<file path="config.mk">
export PLATFORM = sky130hd
export DESIGN_NAME = activation_function_unit
export DESIGN_NICKNAME = d
export VERILOG_FILES = /design/src/hw/rtl/afu_pkg.sv /design/src/hw/rtl/afu_sigmoid.sv /design/src/hw/rtl/activation_function_unit.sv
export VERILOG_INCLUDE_DIRS = /design/src /design/src/hw/rtl
export SDC_FILE = /design/constraint.sdc
export NUM_CORES = 1
export LEC_CHECK = 0
export BUFFER_PORTS_ARGS = -buffer_cell sky130_fd_sc_hd__buf_2
export CAP_MARGIN = 10
export CORE_MARGIN = 2
export CORE_UTILIZATION = 30
export DETAILED_ROUTE_END_ITERATION = 8
export PLACE_DENSITY = 0.46
export SETUP_SLACK_MARGIN = 0.3
export SLEW_MARGIN = 20
export SYNTH_ARGS = -nofsm -noshare
export SYNTH_HDL_FRONTEND = slang
export SYNTH_SLANG_ARGS = --single-unit
export TNS_END_PERCENT = 30
</file>
<file path="constraint.sdc">
create_clock -name clk_i -period 7.1 [get_ports clk_i]
set_clock_uncertainty 0.1 [all_clocks]
set_input_delay 1.42 -clock clk_i [delete_from_list [all_inputs] [get_ports clk_i]]
set_output_delay 1.42 -clock clk_i [all_outputs]
set_load 0.005 [all_outputs]
</file>
<file path="src/hw/rtl/activation_function_unit_macros.svh">
// Assertion macros for the activation function unit.
// Used by files that check their own pipeline; they expect clk_i and rst_ni in scope.
`ifndef ACTIVATION_FUNCTION_UNIT_MACROS_SVH
`define ACTIVATION_FUNCTION_UNIT_MACROS_SVH

// Check a condition in the same cycle as its trigger
`define AFU_ASSERT_NOW(lbl, ante, cons, msg) \
  lbl: assert property (@(posedge clk_i) disable iff (!rst_ni) (ante) |-> (cons)) \
    else $error(msg);

// Check a condition in the cycle after its trigger
`define AFU_ASSERT_NEXT(lbl, ante, cons, msg) \
  lbl: assert property (@(posedge clk_i) disable iff (!rst_ni) (ante) |=> (cons)) \
    else $error(msg);

`endif

</file>
<file path="src/hw/rtl/afu_pkg.sv">
// Package for the activation function unit: kind codes, fixed-point constants,
// the sigmoid table built at elaboration, and the stage control type. No dependencies.
`default_nettype none

package afu_pkg;

  // Fixed-point format and table size (table size must be a power of two)
  localparam int FRAC_BITS     = 12;
  localparam int TABLE_ENTRIES = 64;
  localparam int LOG2_ENTRIES  = $clog2(TABLE_ENTRIES);
  localparam int ONE           = 1 << FRAC_BITS;

  // Field widths
  localparam int XW  = 16;               // pre-activation and result
  localparam int AW  = XW + 1;           // magnitude of the scaled argument (up to 3x)
  localparam int SW  = FRAC_BITS + 1;    // sigmoid value in [0, ONE]
  localparam int PW  = 2 * SW;           // derivative product
  localparam int RW  = XW + 2;           // result before saturation
  localparam int MW  = 32;               // tenth-of product
  localparam int RIW = $clog2(TABLE_ENTRIES + 1);

  // Table lookup split: magnitude bits below IDX_SHIFT are the fraction
  localparam int IDX_SHIFT = FRAC_BITS + 3 - LOG2_ENTRIES;

  // 0.1 in Q0.16, and 0.1 of ONE rounded half up
  localparam int TENTH_Q16 = 6554;
  localparam int TENTH_ONE = (ONE * TENTH_Q16 + 32768) >> 16;

  typedef enum logic [2:0] {
    KIND_LINEAR  = 3'd0,
    KIND_SIGMOID = 3'd1,
    KIND_SIG3    = 3'd2,
    KIND_TANH    = 3'd3,
    KIND_STEP    = 3'd4,
    KIND_LEAKY   = 3'd5,
    KIND_SIGN    = 3'd6
  } kind_e;

  // Load enables for the sigmoid stages
  typedef struct packed {
    logic ld2;
    logic ld3;
  } sig_ctrl_t;

  typedef logic [TABLE_ENTRIES:0][SW-1:0] rom_t;

  // Shift-subtract division, elaboration only
  function automatic logic [63:0] udiv64(input logic [63:0] num, input logic [63:0] den);
    logic [63:0] rem;
    logic [63:0] quo;
    rem = '0;
    quo = '0;
    for (int i = 63; i >= 0; i--) begin
      rem = {rem[62:0], num[i]};
      if (rem >= den) begin
        rem    = rem - den;
        quo[i] = 1'b1;
      end
    end
    return quo;
  endfunction

  // Sigmoid samples round(ONE / (1 + e^(-8k/N))), exponential stepped in Q32
  function automatic rom_t build_rom();
    rom_t        rom;
    logic [63:0] h;
    logic [63:0] term;
    logic [63:0] step;
    logic [63:0] e;
    logic [63:0] num;
    logic [63:0] den;
    logic [63:0] q;
    h    = 64'd8 << (32 - LOG2_ENTRIES);
    term = 64'd1 << 32;
    step = 64'd1 << 32;
    e    = 64'd1 << 32;
    num  = 64'd1 << (FRAC_BITS + 32);
    for (int n = 1; n <= 12; n++) begin
      term = udiv64((term * h) >> 32, 64'(n));
      if (n % 2 == 1) begin
        step = step - term;
      end else begin
        step = step + term;
      end
    end
    for (int k = 0; k <= TABLE_ENTRIES; k++) begin
      den    = (64'd1 << 32) + e;
      q      = udiv64(num + (den >> 1), den);
      rom[k] = q[SW-1:0];
      e      = (e * step + (64'd1 << 31)) >> 32;
    end
    return rom;
  endfunction

  localparam rom_t SIG_ROM = build_rom();

endpackage

`default_nettype wire

</file>
<file path="src/hw/rtl/afu_sigmoid.sv">
// Sigmoid lookup of the activation function unit: table read, then interpolation
// and mirroring for negative arguments. Depends on afu_pkg.
`default_nettype none

module afu_sigmoid (
  input  logic                        clk_i,
  input  afu_pkg::sig_ctrl_t          ctrl_i,
  input  logic [afu_pkg::AW-1:0]      mag_i,   // |scaled argument|
  input  logic                        neg_i,   // argument was negative
  output logic [afu_pkg::SW-1:0]      sig_o    // s(x) in [0, ONE]
);
  import afu_pkg::*;

  logic [AW-1:0]        idx_full;
  logic                 sat;
  logic [RIW-1:0]       lo_idx;
  logic [RIW-1:0]       hi_idx;
  logic [SW-1:0]        lo_val;
  logic [SW-1:0]        hi_val;
  logic [IDX_SHIFT-1:0] frac;

  logic [SW-1:0]        lo_q,   lo_d;
  logic [SW-1:0]        diff_q, diff_d;
  logic [IDX_SHIFT-1:0] frac_q;
  logic                 neg_q;

  logic [SW+IDX_SHIFT:0] interp;
  logic [SW-1:0]         v;
  logic [SW-1:0]         sig_q,  sig_d;

  // Split the magnitude into table index and fraction; hold the last entry past the end
  always_comb begin
    idx_full = mag_i >> IDX_SHIFT;
    frac     = mag_i[IDX_SHIFT-1:0];
    sat      = (idx_full >= AW'(TABLE_ENTRIES));
    lo_idx   = sat ? RIW'(TABLE_ENTRIES) : idx_full[RIW-1:0];
    hi_idx   = sat ? RIW'(TABLE_ENTRIES) : idx_full[RIW-1:0] + RIW'(1);
    lo_val   = SIG_ROM[lo_idx];
    hi_val   = SIG_ROM[hi_idx];
    lo_d     = lo_val;
    diff_d   = (hi_val >= lo_val) ? hi_val - lo_val : '0;
  end

  // Table stage
  always_ff @(posedge clk_i) begin
    if (ctrl_i.ld2) begin
      lo_q   <= lo_d;
      diff_q <= diff_d;
      frac_q <= frac;
      neg_q  <= neg_i;
    end
  end

  // Interpolate, round half up, mirror by s(-x) = 1 - s(x)
  always_comb begin
    interp = (SW + IDX_SHIFT + 1)'(diff_q) * (SW + IDX_SHIFT + 1)'(frac_q)
             + (SW + IDX_SHIFT + 1)'(1 << (IDX_SHIFT - 1));
    v      = lo_q + SW'(interp >> IDX_SHIFT);
    sig_d  = neg_q ? SW'(ONE) - v : v;
  end

  // Interpolation stage
  always_ff @(posedge clk_i) begin
    if (ctrl_i.ld3) begin
      sig_q <= sig_d;
    end
  end

  assign sig_o = sig_q;

endmodule

`default_nettype wire

</file>
<file path="src/hw/rtl/activation_function_unit.sv">
// Top level of the activation function unit: five-stage pipeline around the sigmoid
// lookup. Depends on afu_pkg, afu_sigmoid and activation_function_unit_macros.svh.
//
//   Channel   Direction  Payload
//   s_axis    in         tdata: pre_activation[15:0]; tuser: mode[0]
//   m_axis    out        tdata: activation_out[15:0]
//   cfg       in         cfg_wdata_i: activation_kind[2:0], written when cfg_we_i is high
//
// One item is taken per cycle while the output is not stalled. Each result passes through the
// chain scale/abs, table read, interpolation, derivative multiply and final select,
// each behind its own register.
// Reset clears the valid bits and sets the kind to linear; the data registers keep no reset.
// A stall holds each stage only while the stage after it is full, so bubbles close up.
`default_nettype none

`include "activation_function_unit_macros.svh"

module activation_function_unit (
  input  logic                       clk_i,
  input  logic                       rst_ni,
  input  logic                       cfg_we_i,
  input  logic [2:0]                 cfg_wdata_i,    // activation_kind[2:0]
  input  logic                       s_axis_tvalid,
  output logic                       s_axis_tready,
  input  logic [afu_pkg::XW-1:0]     s_axis_tdata,   // pre_activation[15:0]
  input  logic [0:0]                 s_axis_tuser,   // mode[0]
  output logic                       m_axis_tvalid,
  input  logic                       m_axis_tready,
  output logic [afu_pkg::XW-1:0]     m_axis_tdata    // activation_out[15:0]
);
  import afu_pkg::*;

  localparam logic signed [RW-1:0] R_MAX   = RW'(2 ** (XW - 1) - 1);
  localparam logic signed [RW-1:0] R_MIN   = RW'(-(2 ** (XW - 1)));
  localparam logic signed [RW-1:0] ONE_R   = RW'(ONE);
  localparam logic signed [RW-1:0] TENTH_R = RW'(TENTH_ONE);

  kind_e       kind_q;
  logic [5:1]  vld_q, vld_d;
  logic [5:1]  ld;
  sig_ctrl_t   sig_ctrl;

  // Stage 1
  logic signed [XW-1:0] x1_q;
  logic                 mode1_q;
  kind_e                kind1_q;
  logic [AW-1:0]        mag1_q, mag1_d;
  logic                 neg1_q, neg1_d;
  logic signed [XW+1:0] xs;

  // Stage 2
  logic signed [XW-1:0] x2_q;
  logic                 mode2_q;
  kind_e                kind2_q;
  logic signed [XW-1:0] tenth2_q, tenth2_d;
  logic signed [MW-1:0] tprod;

  // Stage 3
  logic signed [XW-1:0] x3_q;
  logic                 mode3_q;
  kind_e                kind3_q;
  logic signed [XW-1:0] tenth3_q;
  logic [SW-1:0]        sig3;

  // Stage 4
  logic signed [XW-1:0] x4_q;
  logic                 mode4_q;
  kind_e                kind4_q;
  logic signed [XW-1:0] tenth4_q;
  logic [SW-1:0]        sig4_q;
  logic signed [SW:0]   t4_q, t4_d;
  logic [PW-1:0]        prod4_q, prod4_d;
  logic [SW:0]          s2x;
  logic                 tpos;
  logic [SW-1:0]        tmag;
  logic [SW-1:0]        opa, opb;

  // Stage 5
  logic                 mode5_q;
  kind_e                kind5_q;
  logic [XW-1:0]        out5_q, out5_d;
  logic [PW:0]          rnd;
  logic [SW-1:0]        mf;
  logic signed [RW-1:0] r;

  // Hold the activation kind
  always_ff @(posedge clk_i or negedge rst_ni) begin
    if (!rst_ni) begin
      kind_q <= KIND_LINEAR;
    end else if (cfg_we_i) begin
      kind_q <= kind_e'(cfg_wdata_i);
    end
  end

  // Advance a stage when it is empty or the next one advances
  always_comb begin
    ld[5] = !vld_q[5] || m_axis_tready;
    for (int k = 4; k >= 1; k--) begin
      ld[k] = !vld_q[k] || ld[k+1];
    end
    vld_d[1] = ld[1] ? s_axis_tvalid : vld_q[1];
    for (int k = 2; k <= 5; k++) begin
      vld_d[k] = ld[k] ? vld_q[k-1] : vld_q[k];
    end
  end

  always_ff @(posedge clk_i or negedge rst_ni) begin
    if (!rst_ni) begin
      vld_q <= '0;
    end else begin
      vld_q <= vld_d;
    end
  end

  assign s_axis_tready = ld[1];
  assign m_axis_tvalid = vld_q[5];
  assign m_axis_tdata  = out5_q;
  assign sig_ctrl.ld2  = ld[2];
  assign sig_ctrl.ld3  = ld[3];

  // Scale the argument for slope-3 sigmoid and tanh, then take its magnitude
  always_comb begin
    case (kind_q)
      KIND_SIG3: xs = ((XW+2)'($signed(s_axis_tdata)) <<< 1) + (XW+2)'($signed(s_axis_tdata));
      KIND_TANH: xs = (XW+2)'($signed(s_axis_tdata)) <<< 1;
      default:   xs = (XW+2)'($signed(s_axis_tdata));
    endcase
    neg1_d = xs[XW+1];
    mag1_d = neg1_d ? AW'(-xs) : AW'(xs);
  end

  always_ff @(posedge clk_i) begin
    if (ld[1]) begin
      x1_q    <= $signed(s_axis_tdata);
      mode1_q <= s_axis_tuser[0];
      kind1_q <= kind_q;
      mag1_q  <= mag1_d;
      neg1_q  <= neg1_d;
    end
  end

  // Tenth of x, rounded half up
  always_comb begin
    tprod    = MW'(x1_q) * $signed(MW'(TENTH_Q16)) + $signed(MW'(32768));
    tenth2_d = XW'(tprod >>> 16);
  end

  always_ff @(posedge clk_i) begin
    if (ld[2]) begin
      x2_q     <= x1_q;
      mode2_q  <= mode1_q;
      kind2_q  <= kind1_q;
      tenth2_q <= tenth2_d;
    end
  end

  // Sigmoid table and interpolation, stages 2 and 3
  afu_sigmoid u_sigmoid (
    .clk_i  (clk_i),
    .ctrl_i (sig_ctrl),
    .mag_i  (mag1_q),
    .neg_i  (neg1_q),
    .sig_o  (sig3)
  );

  always_ff @(posedge clk_i) begin
    if (ld[3]) begin
      x3_q     <= x2_q;
      mode3_q  <= mode2_q;
      kind3_q  <= kind2_q;
      tenth3_q <= tenth2_q;
    end
  end

  // Form tanh = 2s - 1 and the derivative product operands
  always_comb begin
    s2x  = {sig3, 1'b0};
    tpos = (s2x >= (SW+1)'(ONE));
    tmag = tpos ? SW'(s2x - (SW+1)'(ONE)) : SW'((SW+1)'(ONE) - s2x);
    t4_d = tpos ? $signed({1'b0, tmag}) : -$signed({1'b0, tmag});
    if (kind3_q == KIND_TANH) begin
      opa = tmag;
      opb = tmag;
    end else begin
      opa = sig3;
      opb = SW'(ONE) - sig3;
    end
    prod4_d = PW'(opa) * PW'(opb);
  end

  always_ff @(posedge clk_i) begin
    if (ld[4]) begin
      x4_q     <= x3_q;
      mode4_q  <= mode3_q;
      kind4_q  <= kind3_q;
      tenth4_q <= tenth3_q;
      sig4_q   <= sig3;
      t4_q     <= t4_d;
      prod4_q  <= prod4_d;
    end
  end

  // Round the product and select the result for the kind and mode
  always_comb begin
    rnd = (PW+1)'(prod4_q) + (PW+1)'(1 << (FRAC_BITS - 1));
    mf  = SW'(rnd >> FRAC_BITS);
    case (kind4_q)
      KIND_LINEAR:  r = mode4_q ? ONE_R : RW'(x4_q);
      KIND_SIGMOID: r = mode4_q ? $signed(RW'(mf)) : $signed(RW'(sig4_q));
      KIND_SIG3:    r = mode4_q ? $signed(RW'(mf)) * $signed(RW'(3))
                                : $signed(RW'(sig4_q));
      KIND_TANH:    r = mode4_q ? ONE_R - $signed(RW'(mf)) : RW'(t4_q);
      KIND_STEP:    r = (mode4_q || x4_q > 0) ? ONE_R : -ONE_R;
      KIND_LEAKY: begin
        if (x4_q > 0) begin
          r = mode4_q ? ONE_R : RW'(x4_q);
        end else begin
          r = mode4_q ? TENTH_R : RW'(tenth4_q);
        end
      end
      KIND_SIGN:    r = mode4_q ? TENTH_R : ((x4_q >= 0) ? ONE_R : -ONE_R);
      default:      r = '0;
    endcase
    if (r > R_MAX) begin
      out5_d = XW'(R_MAX);
    end else if (r < R_MIN) begin
      out5_d = XW'(R_MIN);
    end else begin
      out5_d = XW'(r);
    end
  end

  always_ff @(posedge clk_i) begin
    if (ld[5]) begin
      out5_q  <= out5_d;
      mode5_q <= mode4_q;
      kind5_q <= kind4_q;
    end
  end

  // Checks on the pipeline
  `AFU_ASSERT_NOW(a_ready_needs_full, !s_axis_tready, vld_q[1], "input stalled with stage 1 empty")
  `AFU_ASSERT_NOW(a_sig_range, vld_q[3], sig3 <= SW'(ONE), "sigmoid above one")
  `AFU_ASSERT_NEXT(a_prod_hold, vld_q[4] && !ld[5], $stable(prod4_q), "stalled product changed")
  `AFU_ASSERT_NOW(a_sig_der_range, m_axis_tvalid && kind5_q == KIND_SIGMOID && mode5_q,
                  $signed(m_axis_tdata) >= 0 && $signed(m_axis_tdata) <= $signed(XW'(ONE / 4 + 1)),
                  "sigmoid derivative out of range")

endmodule

`default_nettype wire

</file>
==> impl_metrics.tcl <==
set metrics [dict create \
    synth.area.mux_share_pct 1.35 \
    yosys.area_share.xor_xnor_pct 5.53 \
    cts_sinks 253 \
    drt_iter0_drc 1274 \
    synth.area.top_cells "edfxtp_1 26%, fa_1 19%, ha_1 12%, inv_1 4.9%, nand2_1 4.3%" \
    io_buffer_count 42 \
    die_h_um 309 \
    end_kind "flip-flop" \
    period_needed_ns 7.09 \
    avgRoutedWirePerCell_um 17.5 \
    synthToLayoutAreaGrowth_pct 15.7 \
    grt_pass1_wl_mm 122 \
    maxCapViolations 0 \
    timing.fmax_mhz 141 \
    syn_inst 2909 \
    final_cell_mix "357 x inv_1, 310 x nand2_1, 268 x ha_1, 256 x fa_1, 245 x edfxtp_1" \
    vias_per_cell 4.91 \
    final_area_um2 32200 \
    worst_slew_pin_slew_ns 1.03 \
    htreeDepth 1 \
    crit_top_cell "fa_1" \
    max_stage_delay_ns 0.58 \
    ios 43 \
    hp-class "reg2reg" \
    crit_slowest_cell "fa_1" \
    cp-start-kind "flip-flop" \
    critPathBufInv 4 \
    setup_viol 0 \
    dieArea_um2 95300 \
    fillCellCount 9255 \
    worstPathMaxFanout 6 \
    hold_violations 0 \
    maxSlewViolCount 0 \
    cp.required_ns 7.36 \
    antenna_found_initial 4 \
    synth_seq_cells 253 \
    rsz0062_at_grt "yes" \
    async_reset_ff_share_pct 3.16 \
    synth_top_family_by_area "adder cells" \
    grt_max_degree 76 \
    drc 0 \
    final_common_cell "inv_1" \
    gp_congestion 0.876 \
    relSlewSlack_pct 31.1 \
    start_util_pct 30.3 \
    grtUsageTotal_pct 16.0 \
    grt_overflow 0 \
    drive_gt1_share_pct 13.9 \
    synth_compound_area_share_pct 12.3 \
    wirelength_mm 76.0 \
    ys_seq_area_share_pct 27.1 \
    syn_area_um2 27900 \
    synthFlopType "edfxtp_1" \
    synth_nets 3473 \
    dpl_cell_area_um2 30700 \
    synth_top_area_cell "edfxtp_1" \
    clk_latency_ns 0.60 \
    ys_warn_count 0 \
    core_region_area_um2 91800 \
    synth_top_area_share_pct 26.4 \
    grt_pass1_vias 21879 \
    syn_area_per_cell_um2 9.58 \
    ant_nets 0 \
    synth_fa_ha_area_share_pct 31.3 \
    die_w_um 309 \
    worstPathArrival_ns 7.35 \
    dr_total_vias 21321 \
    clk_pin_slew_worst_paths_ns 0.07 \
    status "complete, no violations" \
    clockBufferDepth 3 \
    tritoncts "built" \
    root_buffer "clkbuf_16" \
    num_rows 111 \
    hpwl_mm 61.8 \
    critPathTopFamily "adder cells" \
    synthSimpleGateAreaFrac_pct 15.8 \
    fin_crit_sh_pct 99.8 \
    cts_made_buffers 31 \
    synth_cell_types 97 \
    hold_ws_ns 0.318 \
    critical_path_class "reg2reg" \
    nets 3638 \
    first_pass_iters 5 \
    synth_edf_count 245 \
]
-- what timing repair did --
action                                  in CTS  in global routing
endpoints found under the hold margin        0                  0
gates resized for setup                     45                 28
pin swaps                                   29                 22
hold buffers                                 0                  0
endpoints found under the setup margin      15                 21
buffers inserted                            20                  7
-- flip-flops by register name, indices dropped and copies added (netlist names), 5 cells and up --
| signal | flops |
|---|---|
| mag1_q | 17 |
| m_axis_tdata | 16 |
| x1_q | 16 |
| x2_q | 16 |
| x3_q | 16 |
| x4_q | 16 |
| tenth2_q | 15 |
| tenth3_q | 15 |
| tenth4_q | 15 |
| prod4_q | 14 |
| sig4_q | 13 |
| u_sigmoid.diff_q | 13 |
| u_sigmoid.sig_o | 13 |
| t4_q | 12 |
| u_sigmoid.lo_q | 11 |
| u_sigmoid.frac_q | 9 |
| vld_q | 5 |
-- synth_stat cells, types with 14 or more instances --
| library cell | number |
|---|---|
| and3_1 | 40 |
| fa_1 | 262 |
| nor2b_1 | 29 |
| nor3_1 | 61 |
| a31oi_1 | 14 |
| a211oi_1 | 27 |
| or3_1 | 16 |
| o211ai_1 | 23 |
| nand3_1 | 58 |
| clkbuf_1 | 102 |
| o21bai_1 | 15 |
| a21oi_1 | 124 |
| nor2_1 | 202 |
| xnor2_1 | 106 |
| nand4_1 | 18 |
| mux2i_1 | 24 |
| nand2b_1 | 25 |
| o21ai_0 | 114 |
| and2_1 | 81 |
| edfxtp_1 | 245 |
| ha_1 | 277 |
| inv_1 | 362 |
| o21a_1 | 25 |
| a21o_1 | 36 |
| xor2_1 | 70 |
| nand2_1 | 316 |
-- kinds of logic after synthesis --
group	after synthesis
buffers and inverters	484
XOR/XNOR	176
multiplexers	34
AO/OA/AOI/OAI	511
flip-flops	253
adder cells (fa/ha/maj)	539
AND/OR/NAND/NOR	912
-- worst reg2reg max path: cells and delay by family, from the launching register on --
kind	cells	cell delay, ns
adders and majority gates	7	2.85
muxes	1	0.17
xor gates and xnor gates	3	0.49
AOI/OAI and AO/OA	6	1.34
and+or+nand+nor	7	1.05
DFF	1	0.48
buffers and inverters	4	0.42
-- path summary, 6_finish.rpt --
check	startpoint	end	slack (ns)	cells after the start
setup / recovery	u_sigmoid.frac_q[3]	u_sigmoid.sig_o[12]	0.01	28
setup reg to reg	u_sigmoid.frac_q[3]	u_sigmoid.sig_o[12]	0.01	28
min in group asynchronous	rst_ni	vld_q[5]	0.63	1
max in group asynchronous	rst_ni	kind_q[1]	5.96	1
hold / removal	x2_q[2]	x3_q[2]	0.32	0
hold reg to reg	x2_q[2]	x3_q[2]	0.32	0
-- per-stage QoR --
| stage | cells | util, % | setup TNS, ns | setup slack [ns] |
|---|---|---|---|---|
| after floorplan | 2909 | - | 0 | 0.208 |
| after global placement | 4257 | 33.4 | -0.0535 | -0.0535 |
| after detailed placement | 4257 | 33.4 | -0.170 | -0.0857 |
| after CTS | 4334 | 34.9 | -0.0254 | -0.0246 |
| after global routing | 4342 | 35.1 | -1.23 | -0.349 |
| final | 4342 | 35.1 | 0 | 0.0122 |
-- metal layers --
layer / share of wire (%) / GRT usage, %
met5: 0.017 / 0
met4: 2.5 / 4.11
met3: 3.4 / 1.33
met1: 47 / 22.3
met2: 47 / 26.6
-- cell type report --
type                       count  area [um^2]  area share (%)
inverter                     364         1370            4.24
clock inverter                19          224           0.695
tap                         1243         1560            4.82
multi-input combinational   2172        18900            58.7
clock buffer                  38          812            2.52
antenna                        1         2.50         0.00776
timing repair buffer         252         1800            5.59
sequential                   253         7560            23.4
Power is not shown: default switching activity piles up to over one toggle a cycle in this logic, so the estimate is an artifact.
